### src/hw/rtl/gboe_pkg.sv
// ============================================================================
// Breadth-first search engine package
// Shared types and codes for the controller and the datapath.
// ============================================================================
package gboe_pkg;

   // Width of a node field on the ports
   localparam int NODE_W = 6;

   // Input command codes
   localparam logic CMD_EDGE   = 1'b0;
   localparam logic CMD_SEARCH = 1'b1;

   // Result status codes
   localparam logic [1:0] STATUS_OK      = 2'd0;
   localparam logic [1:0] STATUS_DROPPED = 2'd1;
   localparam logic [1:0] STATUS_UNKNOWN = 2'd2;

   // Controller states
   typedef enum logic [3:0] {
      S_IDLE,
      S_DECODE,
      S_TAIL_RD,
      S_APPEND,
      S_LINK,
      S_RESULT,
      S_QUEUE_RD,
      S_HEAD_RD,
      S_LINK_LD,
      S_ENTRY_RD,
      S_CHECK,
      S_FINAL
   } ctrl_state_type;

   // Kind of single result that ends an edge or a failed search
   typedef enum logic [1:0] {
      KIND_ACK,
      KIND_DROP,
      KIND_ERR
   } result_kind_type;

   // Commands from the controller to the datapath
   typedef struct packed {
      logic load_req;
      logic sel_second;
      logic tail_rd;
      logic append_wr;
      logic link_wr;
      logic bump_used;
      logic search_init;
      logic queue_rd;
      logic head_rd;
      logic link_ld;
      logic entry_rd;
      logic discover;
      logic link_next;
      logic emit_ack;
      logic emit_drop;
      logic emit_err;
      logic emit_final;
   } dp_cmd_type;

   // Status from the datapath to the controller
   typedef struct packed {
      logic is_search;
      logic edge_bad;
      logic start_bad;
      logic tail_valid;
      logic queue_more;
      logic link_end;
      logic nb_fresh;
      logic out_free;
   } dp_status_type;

endpackage

### src/hw/rtl/gboe_ctrl.sv
// ============================================================================
// Breadth-first search engine controller
// Sequences edge appends and the queue-driven search walk.
// ============================================================================
module gboe_ctrl
   import gboe_pkg::*;
(
   input  logic          clock,
   input  logic          reset,
   input  logic          req_valid,
   output logic          req_ready,
   input  dp_status_type status,
   output dp_cmd_type    cmd
);

   ctrl_state_type  state_ff, state_in;
   logic            sel_ff, sel_in;
   result_kind_type kind_ff, kind_in;

   // State register
   always_ff @(posedge clock) begin
      if (reset) begin
         state_ff <= S_IDLE;
         sel_ff   <= 1'b0;
         kind_ff  <= KIND_ACK;
      end else begin
         state_ff <= state_in;
         sel_ff   <= sel_in;
         kind_ff  <= kind_in;
      end
   end

   // Next state and commands
   always_comb begin
      state_in       = state_ff;
      sel_in         = sel_ff;
      kind_in        = kind_ff;
      cmd            = '0;
      cmd.sel_second = sel_ff;
      req_ready      = 1'b0;
      case (state_ff)
         S_IDLE: begin
            req_ready = 1'b1;
            if (req_valid) begin
               cmd.load_req = 1'b1;
               state_in     = S_DECODE;
            end
         end
         S_DECODE: begin
            if (!status.is_search) begin
               if (status.edge_bad) begin
                  kind_in  = KIND_DROP;
                  state_in = S_RESULT;
               end else begin
                  sel_in   = 1'b0;
                  state_in = S_TAIL_RD;
               end
            end else if (status.start_bad) begin
               kind_in  = KIND_ERR;
               state_in = S_RESULT;
            end else begin
               cmd.search_init = 1'b1;
               state_in        = S_QUEUE_RD;
            end
         end
         S_TAIL_RD: begin
            cmd.tail_rd = 1'b1;
            state_in    = S_APPEND;
         end
         S_APPEND: begin
            cmd.append_wr = 1'b1;
            if (status.tail_valid) begin
               state_in = S_LINK;
            end else begin
               cmd.bump_used = 1'b1;
               sel_in        = 1'b1;
               kind_in       = KIND_ACK;
               state_in      = sel_ff ? S_RESULT : S_TAIL_RD;
            end
         end
         S_LINK: begin
            cmd.link_wr   = 1'b1;
            cmd.bump_used = 1'b1;
            sel_in        = 1'b1;
            kind_in       = KIND_ACK;
            state_in      = sel_ff ? S_RESULT : S_TAIL_RD;
         end
         S_RESULT: begin
            if (status.out_free) begin
               cmd.emit_ack  = (kind_ff == KIND_ACK);
               cmd.emit_drop = (kind_ff == KIND_DROP);
               cmd.emit_err  = (kind_ff == KIND_ERR);
               state_in      = S_IDLE;
            end
         end
         S_QUEUE_RD: begin
            if (status.queue_more) begin
               cmd.queue_rd = 1'b1;
               state_in     = S_HEAD_RD;
            end else begin
               state_in = S_FINAL;
            end
         end
         S_HEAD_RD: begin
            cmd.head_rd = 1'b1;
            state_in    = S_LINK_LD;
         end
         S_LINK_LD: begin
            cmd.link_ld = 1'b1;
            state_in    = S_ENTRY_RD;
         end
         S_ENTRY_RD: begin
            if (status.link_end) begin
               state_in = S_QUEUE_RD;
            end else begin
               cmd.entry_rd = 1'b1;
               state_in     = S_CHECK;
            end
         end
         S_CHECK: begin
            // A new node pushes the held one out, so it waits for the output slot.
            if (!status.nb_fresh) begin
               cmd.link_next = 1'b1;
               state_in      = S_ENTRY_RD;
            end else if (status.out_free) begin
               cmd.discover  = 1'b1;
               cmd.link_next = 1'b1;
               state_in      = S_ENTRY_RD;
            end
         end
         S_FINAL: begin
            if (status.out_free) begin
               cmd.emit_final = 1'b1;
               state_in       = S_IDLE;
            end
         end
         default: begin
            state_in = S_IDLE;
         end
      endcase
   end

endmodule

### config.mk
export PLATFORM = sky130hd
export DESIGN_NAME = gboe_ctrl
export DESIGN_NICKNAME = d
export VERILOG_FILES = /design/src/hw/rtl/gboe_pkg.sv /design/src/hw/rtl/gboe_ctrl.sv
export SDC_FILE = /design/constraint.sdc
export NUM_CORES = 1
export LEC_CHECK = 0
export ABC_AREA = 0
export ABC_CLOCK_PERIOD_IN_PS = 1500
export BUFFER_PORTS_ARGS = -buffer_cell sky130_fd_sc_hd__buf_2
export CAP_MARGIN = 40
export CELL_PAD_IN_SITES_DETAIL_PLACEMENT = 0
export CELL_PAD_IN_SITES_GLOBAL_PLACEMENT = 1
export CORE_MARGIN = 8
export CORE_UTILIZATION = 30
export CTS_BUF_LIST = sky130_fd_sc_hd__clkbuf_8
export CTS_CLUSTER_SIZE = 14
export DETAILED_ROUTE_END_ITERATION = 8
export GPL_ROUTABILITY_DRIVEN = 1
export PLACE_DENSITY = 0.81
export SYNTH_ARGS = -nofsm -noshare
export SYNTH_HDL_FRONTEND = slang
export SYNTH_SLANG_ARGS = --single-unit
### constraint.sdc
create_clock -name clock -period 1.5 [get_ports clock]
set_input_delay 0.15 -clock clock [delete_from_list [all_inputs] [get_ports clock]]
set_output_delay 0.15 -clock clock [all_outputs]
set_load 0.05 [all_outputs]
==> run summary <==
==================================================================================
Total via count in the routed design                                           944
Cell count of the worst hold path                                                2
Area of the core                                                          2230 µm²
Final #Nets                                                                    162
Adder-Cell Fraction of Synth Area                                                0
Routed wire per std cell                                                   15.1 µm
Transition at the pin with the smallest max-transition slack                381 ps
Count of endpoints failing setup in the final report                            13
Min Clock Period, post-route                                               1710 ps
Number of enable flip-flop cells after synthesis                                 0
Worst Reg2Reg Path Length in Cells                                               5
Depth of the CTS H-tree                                                          1
Max-capacitance violation count                                                  0
Violations in the final reports                                       negative setup slack
Clock Skew                                                                0.281 ps
Tightest Hold Check Type                                                 in -> reg
Post-detailed-routing wire length                                          2.68 mm
Flip-flop and latch count after synthesis                                        7
Total number of placement rows                                                  17
Die ar.                                                                   4200 µm²
Most common library cell in the layout ignoring fill and taps         sky130_fd_sc_hd__buf_4
Inserted Clock Buffers                                                           3
Number of pins exceeding their max-slew limit in the final report                0
Final Hold Violating Endpoints                                                   0
Die outline width                                                          64.8 µm
Async set or reset register ratio after synthesis                                0
Initial DRT Pass Iterations                                                      4
Crit start category                                                      flip-flop
Number of hold-repair buffers added at the cts stage                             0
Post-synth net total                                                           111
Endpoint of the worst-slack reg-to-reg timing path                      kind_ff[0]
Per-instance average area after synthesis                                 7.16 µm²
Final worst path period share                                                 1.14
Number of DRC violations after detailed routing                                  0
Worst R2R Start                                                        state_ff[2]
Endpoint of the worst hold path                                        state_ff[3]
Cell chosen for the clock root                                        sky130_fd_sc_hd__clkbuf_8
CTS tree                                                                     built
Fraction of final layout cells sized beyond drive strength 1                 0.613
Number of warning messages in the yosys log                                      0
Largest net degree at the start of global routing                               12
Fraction of the mapped netlist area in compound gates                        0.302
Number of antenna violations at the first check in global routing                0
Diode count                                                                      0
Leak Pwr                                                                  0.588 nW
Achievable Freq                                                          0.584 GHz
Portion of the post-synthesis area used by sequential elements               0.196
Post-route total power                                                   0.00223 W
Reg-to-reg setup timing slack                                              -120 ps
Critical Setup Path Class                                               reg -> out
Iteration-0 DRC Markers                                                         20
Signed area change from the synthesized netlist to the final layout           101%
Via/cell ratio                                                                5.30
Global-route wire length before repair                                     3.94 mm
Number of global-route vias before repair                                      863
Pwr Density                                                            1550 nW/µm²
Synth Area in XOR/XNOR                                                           0
Insertion delay to the later sink of the worst-skew pair                    220 ps
Main combinational cell family by area after synthesis                simple AND/OR/NAND/NOR gates
Critical path fanouts, max                                                       5
Synthesized area                                                           716 µm²
Simple-gate portion of the synthesized area                                  0.411
Post-route design area                                                    1440 µm²
Post-Synthesis Cells                                                           100
Dominant register cell in the synthesized netlist                     sky130_fd_sc_hd__dfxtp_1
Clock-pin slew on the worst setup and hold paths                             40 ps
Global-route congestion overflow total                                           0
# clock sinks                                                                    7
Final worst slack                                                          -212 ps
Initial core utilization                                                     0.320
Count of unique library cells instantiated by Yosys                             42
Status                                                                finished with violations
Placement Cell Area                                                       1110 µm²
Placer Congestion                                                            0.805
Capturing element type of the critical path                           primary output
ANT nets after route                                                             0
Register cell area after layout                                            153 µm²
Unrepaired setup endpoints after global routing                               true
Data required time at the worst endpoint                                   1350 ps
Multi-input gate area                                                      722 µm²
CP arrival                                                                 1560 ps
Total Routing Usage GR                                                       0.114
Buffer depth of the longest clock path                                           2
Max transition margin                                                        0.738
Boundary Pins                                                                   29
Fill cells                                                                     194
Hold wc startpoint                                                           reset
Estimated wirelength of the detail-placed design                           1.92 mm
Peak supply drop                                                           1.20 mV
Number of buffer cells added on primary ports                                   28
Mux cell area share after synthesis                                         0.0140
Vertical die dimension                                                     64.8 µm
Commonest non-fill, non-tap cells in the layout                       23 x sky130_fd_sc_hd__buf_4, 14 x sky130_fd_sc_hd__buf_6, 11 x sky130_fd_sc_hd__buf_2, 6 x sky130_fd_sc_hd__nand2b_1, 6 x sky130_fd_sc_hd__a21oi_1
==================================================================================
## logic make-up after synthesis
kind of cell,count (synthesis)
compound gates,31
simple gates,49
mux,1
buf+inv,12
flops,7
## layer usage
layer	GRT usage	share of wire	up-vias
li1	-	-	467
met1	0.135	0.43	451
met2	0.191	0.51	22
met3	0.0189	0.053	4
met4	0.0654	0.010	0
met5	0	0	-
## worst max-delay path: stages, from the launching register on
cell and delay [ps]:
sky130_fd_sc_hd__dfxtp_4 360, sky130_fd_sc_hd__or3b_4 380, sky130_fd_sc_hd__o21a_1 140, sky130_fd_sc_hd__or2_4 250, sky130_fd_sc_hd__clkinvlp_4 70, sky130_fd_sc_hd__buf_8 130
## registers in the layout, indices dropped and copies added, names as in the netlist
register / flops
sel_ff: 1
state_ff: 4
kind_ff: 2
## timing repair
action	in CTS	in global routing
endpoints found under the setup margin	19	22
setup buffers	2	5
pin swaps	5	11
gates resized for setup	42	28
## how the worst max path moves through the flow
stage | startpoint | endpoint | cells past startpoint
final | state_ff[2] | cmd[11] | 5
after global routing | state_ff[2] | cmd[11] | 5
after CTS | state_ff[2] | cmd[11] | 5
after detailed placement | state_ff[0] | kind_ff[0] | 4
after global placement | state_ff[0] | cmd[11] | 5
after floorplan | state_ff[3] | cmd[16] | 3
## cell usage after synthesis (2+ instances only)
master | number | area (µm²)
sky130_fd_sc_hd__or3b_1 | 2 | 17.5
sky130_fd_sc_hd__or3_1 | 3 | 18.8
sky130_fd_sc_hd__nor3b_1 | 2 | 15.0
sky130_fd_sc_hd__dfxtp_1 | 7 | 140
sky130_fd_sc_hd__and2_1 | 2 | 12.5
sky130_fd_sc_hd__nand3_1 | 3 | 15.0
sky130_fd_sc_hd__a2111o_1 | 2 | 22.5
sky130_fd_sc_hd__nor3_1 | 6 | 30.0
sky130_fd_sc_hd__a21oi_1 | 7 | 35.0
sky130_fd_sc_hd__nor2b_1 | 8 | 50.1
sky130_fd_sc_hd__o21ai_0 | 6 | 30.0
sky130_fd_sc_hd__inv_1 | 4 | 15.0
sky130_fd_sc_hd__nand2_1 | 4 | 15.0
sky130_fd_sc_hd__nand2b_1 | 7 | 43.8
sky130_fd_sc_hd__nor2_1 | 5 | 18.8
sky130_fd_sc_hd__buf_2 | 2 | 10.0
sky130_fd_sc_hd__buf_4 | 2 | 15.0
sky130_fd_sc_hd__clkbuf_1 | 3 | 11.3
sky130_fd_sc_hd__o31ai_1 | 2 | 15.0
## stage by stage
stage / hold slack (ps) / util / setup WS (ps) / cells / TNS (ps)
after detailed placement: 417 / 0.496 / -125 / 167 / -412
after global routing: 180 / 0.644 / -256 / 178 / -1900
final: 180 / 0.644 / -212 / 178 / -952
after CTS: 173 / 0.584 / -193 / 173 / -812
after global placement: 404 / 0.496 / -56.3 / 167 / -136
after floorplan: 212 / - / -294 / 100 / -1960
## power breakdown
part	internal [W]	leakage (nW)	switching (W)
clock	0.000176	0.0269	0.0000761
combinational	0.000765	0.501	0.000868
sequential	0.000254	0.0597	0.0000898
## area by class of cell
type / count / area share
Multi-Input combinational cell: 81 / 0.502
Clock buffer: 3 / 0.0287
Sequential cell: 7 / 0.106
Tap cell: 28 / 0.0243
Timing Repair Buffer: 54 / 0.323
Inverter: 4 / 0.0130
Clock inverter: 1 / 0.00261
(Power assumes the default switching activity.)
